[src/rtl/core/sha1_message_digest_assert.svh]
// ----------------------------------------------------------------------------
// SHA-1 message digest assertion macros
// Concurrent property macros that check only in simulation. In synthesis
// builds they expand to nothing.
// ----------------------------------------------------------------------------
`ifndef SHA1_MESSAGE_DIGEST_ASSERT_SVH
`define SHA1_MESSAGE_DIGEST_ASSERT_SVH
`ifndef SYNTH
// The consequent must hold in the same cycle as the antecedent.
`define SHA1MD_ASSERT_SAME(label, ante, cons) \
   label: assert property (@(posedge clock) disable iff (reset) (ante) |-> (cons)) \
      else $error("sha1 message digest assertion failed");
// The consequent must hold in the cycle after the antecedent.
`define SHA1MD_ASSERT_NEXT(label, ante, cons) \
   label: assert property (@(posedge clock) disable iff (reset) (ante) |=> (cons)) \
      else $error("sha1 message digest assertion failed");
`else
`define SHA1MD_ASSERT_SAME(label, ante, cons)
`define SHA1MD_ASSERT_NEXT(label, ante, cons)
`endif
`endif

[src/rtl/core/sha1md_pkg.sv]
// ----------------------------------------------------------------------------
// SHA-1 message digest package
// Shared types, constants and controller/datapath interface structs.
// ----------------------------------------------------------------------------
package sha1md_pkg;

   localparam int DIGEST_WORDS = 5;
   localparam int BLOCK_WORDS  = 16;

   typedef logic [31:0] word_type;

   localparam word_type INIT_VALUE [DIGEST_WORDS] = '{
      32'h67452301, 32'hEFCDAB89, 32'h98BADCFE, 32'h10325476, 32'hC3D2E1F0
   };

   localparam word_type ROUND_CONST [4] = '{
      32'h5A827999, 32'h6ED9EBA1, 32'h8F1BBCDC, 32'hCA62C1D6
   };

   localparam logic [7:0] PAD_MARK     = 8'h80;
   localparam logic [6:0] ROUND_LAST   = 7'd79;
   localparam logic [6:0] ROUND_GRP1   = 7'd20;
   localparam logic [6:0] ROUND_GRP2   = 7'd40;
   localparam logic [6:0] ROUND_GRP3   = 7'd60;
   localparam logic [5:0] POS_LAST     = 6'd63;
   localparam logic [5:0] POS_PRE_LEN  = 6'd55;
   localparam logic [2:0] WORD_LAST    = 3'd4;

   typedef struct packed {
      logic [7:0] data_byte;
      logic       has_byte;
      logic       is_last;
   } req_type;

   typedef struct packed {
      logic [31:0] digest_word;
      logic [2:0]  word_index;
      logic        last_word;
   } rsp_type;

   typedef enum logic [2:0] {
      ST_IDLE,
      ST_PUT,
      ST_ROUND,
      ST_UPDATE,
      ST_EMIT
   } state_type;

   typedef enum logic [2:0] {
      PH_MSG,
      PH_MARK,
      PH_ZERO,
      PH_LEN,
      PH_DONE
   } phase_type;

   typedef enum logic [1:0] {
      BS_DATA,
      BS_MARK,
      BS_ZERO,
      BS_LEN
   } byte_sel_type;

   typedef struct packed {
      logic         put_en;
      byte_sel_type byte_sel;
      logic         count_en;
      logic         load_regs;
      logic         round_en;
      logic [1:0]   round_grp;
      logic         update_chain;
      logic         restart;
      logic [2:0]   word_index;
   } ctrl_cmd_type;

   typedef struct packed {
      logic pos_last;
      logic pos_pre_len;
   } dp_status_type;

endpackage

[src/rtl/core/sha1md_datapath.sv]
// ----------------------------------------------------------------------------
// SHA-1 message digest datapath
// Block buffer with in-place message schedule, round registers, chaining
// value, byte position and bit count.
// ----------------------------------------------------------------------------
module sha1md_datapath (
   input  logic                       clock,
   input  logic                       reset,
   input  sha1md_pkg::ctrl_cmd_type   cmd,
   input  logic [7:0]                 data_byte,
   output sha1md_pkg::dp_status_type  status,
   output logic [31:0]                digest_word
);
   import sha1md_pkg::*;

   word_type    blk_ff   [BLOCK_WORDS];
   word_type    regs_ff  [DIGEST_WORDS];
   word_type    chain_ff [DIGEST_WORDS];
   logic [5:0]  pos_ff;
   logic [5:0]  pos_in;
   logic [63:0] cnt_ff;
   logic [63:0] cnt_in;

   logic [7:0]  put_byte;
   logic [63:0] len_shift;
   word_type    base_word;
   word_type    merged_word;
   word_type    sched_word;
   word_type    f_val;
   word_type    a_new;

   // Byte source for the buffer write.
   always_comb begin
      len_shift = cnt_ff >> {~pos_ff[2:0], 3'b000};
      case (cmd.byte_sel)
         BS_DATA: put_byte = data_byte;
         BS_MARK: put_byte = PAD_MARK;
         BS_ZERO: put_byte = 8'h00;
         BS_LEN:  put_byte = len_shift[7:0];
         default: put_byte = 8'h00;
      endcase
   end

   // A word is cleared when its first byte lands, so stale data never leaks.
   always_comb begin
      base_word   = (pos_ff[1:0] == 2'b00) ? '0 : blk_ff[pos_ff[5:2]];
      merged_word = base_word | ({24'h000000, put_byte} << {~pos_ff[1:0], 3'b000});
   end

   always_comb begin
      sched_word = blk_ff[13] ^ blk_ff[8] ^ blk_ff[2] ^ blk_ff[0];
      case (cmd.round_grp)
         2'd0:    f_val = (regs_ff[1] & regs_ff[2]) | (~regs_ff[1] & regs_ff[3]);
         2'd2:    f_val = (regs_ff[1] & regs_ff[2]) | (regs_ff[1] & regs_ff[3]) |
                          (regs_ff[2] & regs_ff[3]);
         default: f_val = regs_ff[1] ^ regs_ff[2] ^ regs_ff[3];
      endcase
      a_new = {regs_ff[0][26:0], regs_ff[0][31:27]} + f_val + regs_ff[4] +
              ROUND_CONST[cmd.round_grp] + blk_ff[0];
   end

   // Buffer: byte writes, or a shift by one word per round with the
   // expanded schedule word entering at the top.
   always_ff @(posedge clock) begin
      if (cmd.put_en) begin
         blk_ff[pos_ff[5:2]] <= merged_word;
      end else if (cmd.round_en) begin
         for (int i = 0; i < BLOCK_WORDS - 1; i++) begin
            blk_ff[i] <= blk_ff[i + 1];
         end
         blk_ff[BLOCK_WORDS - 1] <= {sched_word[30:0], sched_word[31]};
      end
   end

   always_ff @(posedge clock) begin
      if (cmd.load_regs) begin
         regs_ff <= chain_ff;
      end else if (cmd.round_en) begin
         regs_ff[0] <= a_new;
         regs_ff[1] <= regs_ff[0];
         regs_ff[2] <= {regs_ff[1][1:0], regs_ff[1][31:2]};
         regs_ff[3] <= regs_ff[2];
         regs_ff[4] <= regs_ff[3];
      end
   end

   always_comb begin
      pos_in = pos_ff;
      cnt_in = cnt_ff;
      if (cmd.restart) begin
         pos_in = '0;
         cnt_in = '0;
      end else begin
         if (cmd.put_en) begin
            pos_in = pos_ff + 6'd1;
         end
         if (cmd.count_en) begin
            cnt_in = cnt_ff + 64'd8;
         end
      end
   end

   always_ff @(posedge clock) begin
      if (reset) begin
         chain_ff <= INIT_VALUE;
         pos_ff   <= '0;
         cnt_ff   <= '0;
      end else begin
         pos_ff <= pos_in;
         cnt_ff <= cnt_in;
         if (cmd.restart) begin
            chain_ff <= INIT_VALUE;
         end else if (cmd.update_chain) begin
            for (int i = 0; i < DIGEST_WORDS; i++) begin
               chain_ff[i] <= chain_ff[i] + regs_ff[i];
            end
         end
      end
   end

   always_comb begin
      status.pos_last    = (pos_ff == POS_LAST);
      status.pos_pre_len = (pos_ff == POS_PRE_LEN);
      case (cmd.word_index)
         3'd0:    digest_word = chain_ff[0];
         3'd1:    digest_word = chain_ff[1];
         3'd2:    digest_word = chain_ff[2];
         3'd3:    digest_word = chain_ff[3];
         default: digest_word = chain_ff[4];
      endcase
   end

endmodule

[src/rtl/core/sha1md_ctrl.sv]
// ----------------------------------------------------------------------------
// SHA-1 message digest controller
// Sequences byte intake, padding, the 80 rounds and digest output.
// ----------------------------------------------------------------------------
`include "sha1_message_digest_assert.svh"

module sha1md_ctrl (
   input  logic                       clock,
   input  logic                       reset,
   input  logic                       req_valid,
   input  sha1md_pkg::req_type        req_data,
   output logic                       req_stall,
   output logic                       rsp_valid,
   input  logic                       rsp_stall,
   input  sha1md_pkg::dp_status_type  status,
   output sha1md_pkg::ctrl_cmd_type   cmd
);
   import sha1md_pkg::*;

   state_type  state_ff, state_in;
   phase_type  phase_ff, phase_in;
   logic [6:0] rnd_ff, rnd_in;
   logic [2:0] widx_ff, widx_in;
   logic       last_ff, last_in;

   // Next state.
   always_comb begin
      state_in = state_ff;
      phase_in = phase_ff;
      rnd_in   = rnd_ff;
      widx_in  = widx_ff;
      last_in  = last_ff;
      case (state_ff)
         ST_IDLE: begin
            if (req_valid) begin
               last_in  = req_data.is_last;
               phase_in = PH_MSG;
               if (req_data.has_byte && status.pos_last) begin
                  state_in = ST_ROUND;
                  rnd_in   = '0;
               end else if (req_data.is_last) begin
                  state_in = ST_PUT;
                  phase_in = PH_MARK;
               end
            end
         end
         ST_PUT: begin
            case (phase_ff)
               PH_MARK, PH_ZERO: phase_in = status.pos_pre_len ? PH_LEN : PH_ZERO;
               PH_LEN:           phase_in = status.pos_last ? PH_DONE : PH_LEN;
               default:          phase_in = phase_ff;
            endcase
            if (status.pos_last) begin
               state_in = ST_ROUND;
               rnd_in   = '0;
            end
         end
         ST_ROUND: begin
            rnd_in = rnd_ff + 7'd1;
            if (rnd_ff == ROUND_LAST) begin
               state_in = ST_UPDATE;
            end
         end
         ST_UPDATE: begin
            case (phase_ff)
               PH_MSG: begin
                  state_in = last_ff ? ST_PUT : ST_IDLE;
                  phase_in = last_ff ? PH_MARK : PH_MSG;
               end
               PH_DONE: begin
                  state_in = ST_EMIT;
                  widx_in  = '0;
               end
               default: state_in = ST_PUT;
            endcase
         end
         ST_EMIT: begin
            if (!rsp_stall) begin
               if (widx_ff == WORD_LAST) begin
                  state_in = ST_IDLE;
                  phase_in = PH_MSG;
                  last_in  = 1'b0;
               end else begin
                  widx_in = widx_ff + 3'd1;
               end
            end
         end
         default: state_in = ST_IDLE;
      endcase
   end

   // Outputs and datapath commands.
   always_comb begin
      req_stall      = (state_ff != ST_IDLE);
      rsp_valid      = (state_ff == ST_EMIT);
      cmd            = '0;
      cmd.byte_sel   = BS_DATA;
      cmd.word_index = widx_ff;
      if (rnd_ff < ROUND_GRP1) begin
         cmd.round_grp = 2'd0;
      end else if (rnd_ff < ROUND_GRP2) begin
         cmd.round_grp = 2'd1;
      end else if (rnd_ff < ROUND_GRP3) begin
         cmd.round_grp = 2'd2;
      end else begin
         cmd.round_grp = 2'd3;
      end
      case (state_ff)
         ST_IDLE: begin
            if (req_valid && req_data.has_byte) begin
               cmd.put_en    = 1'b1;
               cmd.count_en  = 1'b1;
               cmd.load_regs = status.pos_last;
            end
         end
         ST_PUT: begin
            cmd.put_en    = 1'b1;
            cmd.load_regs = status.pos_last;
            case (phase_ff)
               PH_MARK: cmd.byte_sel = BS_MARK;
               PH_LEN:  cmd.byte_sel = BS_LEN;
               default: cmd.byte_sel = BS_ZERO;
            endcase
         end
         ST_ROUND:  cmd.round_en = 1'b1;
         ST_UPDATE: cmd.update_chain = 1'b1;
         ST_EMIT:   cmd.restart = !rsp_stall && (widx_ff == WORD_LAST);
         default:   cmd = cmd;
      endcase
   end

   always_ff @(posedge clock) begin
      if (reset) begin
         state_ff <= ST_IDLE;
         phase_ff <= PH_MSG;
         rnd_ff   <= '0;
         widx_ff  <= '0;
         last_ff  <= 1'b0;
      end else begin
         state_ff <= state_in;
         phase_ff <= phase_in;
         rnd_ff   <= rnd_in;
         widx_ff  <= widx_in;
         last_ff  <= last_in;
      end
   end

   `SHA1MD_ASSERT_NEXT(a_round_end, state_ff == ST_ROUND && rnd_ff == ROUND_LAST, state_ff == ST_UPDATE)
   `SHA1MD_ASSERT_NEXT(a_len_done, state_ff == ST_PUT && phase_ff == PH_LEN && status.pos_last, phase_ff == PH_DONE && state_ff == ST_ROUND)
   `SHA1MD_ASSERT_NEXT(a_emit_end, cmd.restart, state_ff == ST_IDLE && widx_ff == WORD_LAST)
   `SHA1MD_ASSERT_SAME(a_put_excl, cmd.put_en, !cmd.round_en && !cmd.update_chain)

endmodule

[src/rtl/core/sha1_message_digest.sv]
// ----------------------------------------------------------------------------
// SHA-1 message digest
// Hashes a byte stream into a 160-bit digest, one byte per input item.
// ----------------------------------------------------------------------------
// The request channel takes one message byte per item; has_byte marks a real
// byte and is_last ends the message. An empty last item hashes what has come
// so far, which is the empty-message digest when nothing came before.
// A byte that does not complete a 64-byte block is written into the block
// buffer. The byte that completes a block starts the compression, which
// runs one round per cycle on a single shared round unit; req_stall is
// high meanwhile, so no new byte is taken until it is done.
// The last item triggers padding, written one byte per cycle into the block
// buffer, and one or two more compressions before the first digest word
// appears.
// The response channel then carries five items, digest word 0 first, and
// last_word set on word 4. While the receiver stalls, the word on offer
// holds and the block waits. After word 4 is taken the chaining value,
// byte position and bit count return to their initial values and req_stall
// drops again.
// Reset is synchronous and active high. It restores the initial chaining
// value and clears the position and length, with no clearing pass.
// ----------------------------------------------------------------------------
module sha1_message_digest (
   input  logic                 clock,
   input  logic                 reset,
   input  logic                 req_valid,
   output logic                 req_stall,
   input  sha1md_pkg::req_type  req_data,
   output logic                 rsp_valid,
   input  logic                 rsp_stall,
   output sha1md_pkg::rsp_type  rsp_data
);
   import sha1md_pkg::*;

   ctrl_cmd_type  cmd;
   dp_status_type status;
   logic [31:0]   digest_word;

   // The controller owns all sequencing; the datapath only follows commands.
   sha1md_ctrl u_ctrl (
      .clock     (clock),
      .reset     (reset),
      .req_valid (req_valid),
      .req_data  (req_data),
      .req_stall (req_stall),
      .rsp_valid (rsp_valid),
      .rsp_stall (rsp_stall),
      .status    (status),
      .cmd       (cmd)
   );

   // Storage and arithmetic: block buffer, rounds, chaining value, length.
   sha1md_datapath u_datapath (
      .clock       (clock),
      .reset       (reset),
      .cmd         (cmd),
      .data_byte   (req_data.data_byte),
      .status      (status),
      .digest_word (digest_word)
   );

   // The word index comes from a register in the controller, so the whole
   // response stays put while the receiver stalls.
   always_comb begin
      rsp_data.digest_word = digest_word;
      rsp_data.word_index  = cmd.word_index;
      rsp_data.last_word   = (cmd.word_index == WORD_LAST);
   end

endmodule

[config.mk]
export PLATFORM = sky130hd
export DESIGN_NAME = sha1_message_digest
export DESIGN_NICKNAME = d
export VERILOG_FILES = /design/src/rtl/core/sha1md_pkg.sv /design/src/rtl/core/sha1md_datapath.sv /design/src/rtl/core/sha1md_ctrl.sv /design/src/rtl/core/sha1_message_digest.sv
export VERILOG_INCLUDE_DIRS = /design/src /design/src/rtl/core
export SDC_FILE = /design/constraint.sdc
export NUM_CORES = 2
export LEC_CHECK = 0
export BUFFER_PORTS_ARGS = -buffer_cell sky130_fd_sc_hd__buf_2
export CORE_ASPECT_RATIO = 0.8
export CORE_MARGIN = 2
export CORE_UTILIZATION = 30
export CTS_CLUSTER_DIAMETER = 150
export DETAILED_ROUTE_END_ITERATION = 6
export PLACE_DENSITY = 0.4
export SLEW_MARGIN = 20
export SYNTH_ARGS = -nofsm -noshare
export SYNTH_HDL_FRONTEND = slang
export SYNTH_HIERARCHICAL = 1
export SYNTH_SLANG_ARGS = --single-unit
[constraint.sdc]
create_clock -name clock -period 7.4 [get_ports clock]
set_clock_uncertainty 0.15 [all_clocks]
set_input_delay 1.11 -clock clock [delete_from_list [all_inputs] [get_ports clock]]
set_output_delay 1.11 -clock clock [all_outputs]
set_load 0.01 [all_outputs]
[Word level (Yosys, flattened, before mapping)]
Memories as Yosys holds them, arrays and structs flattened. A register that Yosys moved wholly into a read port is not among the register bits.
Cells that the tools add are included.
Word-level totals
  bits in registers: 407
  RAM bits: 512
  bits of input ports: 14
  output and inout port bits: 38
  word-level logic and storage cells: 170
  memories: 1
Memories
  u_datapath.blk_ff: words 16, width 32, rd ports 17, clocked after Yosys merged registers in 1, write ports 16, line sha1md_datapath.sv:16  | word_type blk_ff [BLOCK_WORDS];
Operators by class
  add/subtract/negate cells: 13
  order comparisons: 4
  equal/unequal tests: 30
  shift-type cells: 2
  multiplexer cells: 62
  bitwise gates (word level): 17
  reduce and logical (&&, ||, !) cells: 24
Operators with widths (number)
  two-way mux 160 bit: 2
  adder 32 bit: 9
  bitwise XOR 32 bit: 5
  bitwise AND 32 bit: 4
  two-way mux 32 bit: 4
  bitwise OR 32 bit: 4
  one-hot mux 32 bit (4 select lines): 1
  adder 64 x 4 -> 64 bit (second input constant): 1
  binary-select mux 32 bit (select 2 bit): 1
  one-hot mux 32 bit (2 select lines): 1
  right shift 64 x 6 -> 8 bit: 1
  two-way mux 3 bit: 14
  inverter 32 bit: 1
  one-hot mux 8 bit (4 select lines): 1
  OR reduction 32 bit: 1
  left shift 8 x 5 -> 32 bit: 1
  two-way mux 7 bit: 3
  one-hot mux 7 bit (3 select lines): 1
  equality test 3 x 2 -> 1 bit (second input constant): 6
  two-way mux 1 bit: 18
  one-hot mux 3 bit (2 select lines): 3
  one-hot mux 3 bit (5 select lines): 1
  less-than comparator 7 x 6 -> 1 bit (second input constant): 2
  equality test 6 bit (second input constant): 2
  32 further kinds: 65

[Depth between registers and ports, before layout]
  depth after elaboration: 12
  mapped depth: 26
  mapped depth without buffers: 25

[Cells and area by module]
The synthesis kept the hierarchy.
By module, submodules not included
  sha1md_datapath: instances 1, cells an instance 4891, area an instance 54656.2 um2, sequential area each 24803.8 um2
  sha1md_ctrl: instances 1, cells an instance 134, area an instance 1037.2 um2, sequential area each 340.3 um2
  sha1_message_digest: instances 1, cells an instance 1, area an instance 12.5 um2, sequential area each 0.0 um2

[Worst setup path after synthesis]
No wires, ideal clock.
  path kind: reg2reg
  start: register u_ctrl.rnd_ff[5]
  end: register u_datapath/regs_ff[159] in the netlist's numbering (data pin)
  library setup time: 0.260 ns
  arrival time: 6.125 ns
  data required time: 6.990 ns
  slack: 0.865 ns
  stages on the path, launching flop included: 27
  path buffers: 1
  clock period less this slack: 6.535 ns
  cell sequence: dfxtp_1 > inv_1 > maj3_1 > a221o_1 > inv_1 > ha_1 > inv_1 > nand2_1 > clkbuf_1 > o22ai_1 > a21oi_1 > fa_1 > fa_1 > fa_1 > inv_1 > ha_1 > inv_1 > fa_1 > nor2b_1 > o21ai_1 > a21oi_1 > a311oi_1 > o32ai_1 > a21oi_1 > o21ai_1 > xnor2_1 > mux2_2
RTL lines
  from (decl): line sha1md_ctrl.sv:22  | logic [6:0] rnd_ff, rnd_in;
  from (signal assigned): line sha1md_ctrl.sv:142  | rnd_ff <= rnd_in;
  to (signal assigned): line sha1md_datapath.sv:77  | regs_ff <= chain_ff;
  to (decl): line sha1md_datapath.sv:17  | word_type regs_ff [DIGEST_WORDS];

==> Flow_metrics.wiki <==
{| class="wikitable"
! Metric !! Value
|-
| Number of antenna violations at the first check in global routing || 4
|-
| VDD IR-drop max || 0.182 mV
|-
| Post-detailed-route count of antenna-violating nets || 0
|-
| Core ar. || 0.185 mm^2
|-
| TritonCTS clock tree || built
|-
| Total of hold buffers inserted after clock tree synthesis || 0
|-
| Area overhead of the layout relative to synthesis || 12.1%
|-
| Die outline width || 486 um
|-
| Reported leakage power || 0.0235 uW
|-
| RSZ-0062 raised after global routing || no
|-
| Die Outline Area || 0.189 mm^2
|-
| Cell occurring most often along the worst timing path || sky130_fd_sc_hd__inv_1
|-
| Final Cycle Share || 0.944
|-
| Postcts setup bufs || 0
|-
| Clock root buffer master || sky130_fd_sc_hd__clkbuf_16
|-
| Clock latency at the later pin of the worst-skew pair || 0.77 ns
|-
| Startpoint kind of the worst setup timing path || flip-flop
|-
| Power Density || 215 mW/mm^2
|-
| Total non-filler cell area in the finished layout || 0.0624 mm^2
|-
| Number of rows created at floorplan || 141
|-
| Syn_nets || 5366
|-
| Worst Tran Pin Value || 1.04 ns
|-
| Top_reg_cell synth || sky130_fd_sc_hd__edfxtp_1
|-
| Data arrival time of the critical path || 7.31 ns
|-
| Share of post-route cells with drive strength above 1 || 0.119
|-
| H-tree depth || 3
|-
| Kind of critical path || reg2reg
|-
| Flip-flop and latch count after synthesis || 920
|-
| Drt total wl || 191000 um
|-
| Pin count of the biggest net entering global routing || 193
|-
| Router iterations before antenna repair || 5
|-
| Number of resized instances in the post-cts repair step || 0
|-
| Summed instance area of the synthesized netlist || 0.0557 mm^2
|-
| I/O Buffers || 51
|-
| Slowest stage cell, crit path || sky130_fd_sc_hd__fa_1
|-
| Aggregate global-route resource usage || 0.200
|-
| Final slew viol count || 0
|-
| Clock-pin slew of the registers on the worst-case setup and hold paths || 0.06 ns
|-
| Clock sinks || 920
|-
| Data required time at the worst endpoint || 7.73 ns
|-
| EDFF count, synth || 672
|-
| Fin crit period || 6.98 ns
|-
| Family with the most delay on the worst path || adder cells
|-
| Worst hold path class || reg2reg
|-
| Die Y || 389 um
|-
| Post-synthesis cell type count || 89
|-
| Post-synthesis cell count || 5026
|-
| Detailed Route Iter0 Violations || 3302
|-
| Post-layout nets || 5349
|-
| Detailed-route vias per instance || 5.30
|-
| Proportion of netlist area held by the largest area contributor || 0.362
|-
| Clock buffers created by TritonCTS || 108
|-
| Number of global-route vias before repair || 39200
|-
| Cell Area, Placed || 0.0590 mm^2
|-
| Worst hold-check slack || 0.344 ns
|-
| Detailed Place HPWL || 129000 um
|-
| Crit-path max cell delay || 0.52 ns
|-
| Number of remaining DRC errors || 0
|-
| Async set-or-reset flop fraction in the synthesized netlist || 0
|-
| Via total after detailed routing || 39900
|-
| Critical path peak fanout || 8
|-
| Total power || 13400 uW
|-
| Library cell occupying the most area in the post-synthesis netlist || sky130_fd_sc_hd__edfxtp_1
|-
| Maximum buffer depth of the clock tree || 3
|-
| Outcome || complete, no violations
|-
| Biggest area contributors in the synthesized netlist || sky130_fd_sc_hd__edfxtp_1 36%, sky130_fd_sc_hd__dfxtp_1 8.9%, sky130_fd_sc_hd__mux4_2 8.3%
|-
| Worst slew margin relative to its limit || 0.310
|-
| Drt wl/cell || 25.4 um
|-
| Most numerous cell in the Yosys netlist || sky130_fd_sc_hd__edfxtp_1
|-
| Fin. Hold Viols || 0
|-
| Buf+Inv Stages, Crit Path || 7
|-
| Commonest cells in the netlist || 672 x sky130_fd_sc_hd__edfxtp_1, 419 x sky130_fd_sc_hd__nand2_1, 363 x sky130_fd_sc_hd__inv_1
|-
| Setup tns final || 0 ns
|-
| Yosys warning total || 6
|-
| Endpoint class of the critical path || flip-flop
|-
| Overflow left after global routing || 0
|-
| Mean post-synth cell area || 11.1 um^2
|-
| Timing-limited maximum frequency || 143 MHz
|-
| Wire length of the first global-routing pass || 282000 um
|-
| Number of max-capacitance violations reported || 0
|-
| Portion of the post-synthesis area used by sequential elements || 0.451
|-
| Placer congestion estimate || 0.847
|-
| Starting Density || 0.302
|-
| I/O pins || 52
|-
| Number of failing setup endpoints in the final timing report || 0
|}
worst min-delay path, stage by stage (launching register included):
cell                      delay (ns)
sky130_fd_sc_hd__dfxtp_1        0.33
sky130_fd_sc_hd__nand2_1        0.06
sky130_fd_sc_hd__mux2i_1        0.06
registers in the layout (all words and copies together), names as in the netlist, named ones only:
register	flops
u_datapath/cnt_ff	61
u_datapath/pos_ff	6
u_datapath/chain_ff	160
u_datapath/regs_ff	160
u_ctrl/widx_ff	3
u_datapath/blk_ff	512
u_ctrl/state_ff	3
u_ctrl/phase_ff	3
u_ctrl/rnd_ff	7
u_ctrl/last_ff	1
cells by family (layout without fill, tap and decap cells):
logic type | Yosys count | count (layout) | share of synthesized area
other | 0 | 1 | 0
DFF | 920 | 920 | 0.451
AOI/OAI and AO/OA | 1520 | 1520 | 0.181
buffers and inverters | 630 | 703 | 0.0438
and+or+nand+nor | 1022 | 1022 | 0.0838
xor gates and xnor gates | 290 | 290 | 0.0456
muxes | 317 | 317 | 0.104
adders and majority gates | 327 | 327 | 0.0902
worst paths after layout:
path | start | end | slack, ns | cells past startpoint
worst min register to register | u_datapath/chain_ff[63]$_SDFFE_PP0P_ | u_datapath/chain_ff[63]$_SDFFE_PP0P_ | 0.34 | 2
worst max-delay path | u_ctrl/rnd_ff[5]$_SDFFE_PP0P_ | u_datapath/regs_ff[159]$_DFFE_PP_ | 0.42 | 27
worst max register to register | u_ctrl/rnd_ff[5]$_SDFFE_PP0P_ | u_datapath/regs_ff[159]$_DFFE_PP_ | 0.42 | 27
worst min-delay path | u_datapath/chain_ff[63]$_SDFFE_PP0P_ | u_datapath/chain_ff[63]$_SDFFE_PP0P_ | 0.34 | 2
cell type report:
class / count / area [um^2]
multi-input combinational: 3476 / 28400
timing repair buffer: 139 / 1050
inverter: 364 / 1370
antenna: 1 / 2.50
sequential: 920 / 25200
clock inverter: 60 / 587
tap: 2431 / 3040
clock buffer: 140 / 2870
fill: 18400 / 122000
placed cells by master, fill, tap and decap left out, types with 28 or more instances in the layout:
cell,count
sky130_fd_sc_hd__nand3_1,75
sky130_fd_sc_hd__clkbuf_16,109
sky130_fd_sc_hd__fa_1,125
sky130_fd_sc_hd__a211oi_1,49
sky130_fd_sc_hd__or3_1,33
sky130_fd_sc_hd__buf_2,51
sky130_fd_sc_hd__xor2_1,138
sky130_fd_sc_hd__o21bai_1,30
sky130_fd_sc_hd__o21ai_0,320
sky130_fd_sc_hd__mux2i_1,68
sky130_fd_sc_hd__nor2_1,253
sky130_fd_sc_hd__xnor2_1,152
sky130_fd_sc_hd__o21a_1,333
sky130_fd_sc_hd__nand2_1,419
sky130_fd_sc_hd__edfxtp_1,672
sky130_fd_sc_hd__dfxtp_1,241
sky130_fd_sc_hd__o22ai_1,35
sky130_fd_sc_hd__mux2_2,44
sky130_fd_sc_hd__a21oi_1,238
sky130_fd_sc_hd__a21o_1,275
sky130_fd_sc_hd__buf_4,78
sky130_fd_sc_hd__ha_1,200
sky130_fd_sc_hd__clkbuf_1,28
sky130_fd_sc_hd__mux4_2,205
sky130_fd_sc_hd__inv_1,362
sky130_fd_sc_hd__nor3_1,50
report_power, final:
group	internal [uW]	switching (uW)
Sequential	5810	96.7
Clock	2990	2390
Combinational	903	1220
Total	9700	3700
through the flow:
step                cells  utilization  worst slack (ns)
floorplan            5026            -             0.865
global placement     7329        0.319             0.482
detailed placement   7330        0.320             0.344
CTS                  7530        0.338             0.273
global route         7530        0.338            0.0698
finish               7531        0.338             0.417
routing by layer:
metal	up-vias	global-route usage	share of wire
met5	-	0	0.000068
met4	2	0.0370	0.016
met3	163	0.0217	0.043
met2	896	0.297	0.43
met1	20300	0.313	0.51
li1	18500	-	-
Note: power is estimated with default switching activity, not from simulation.
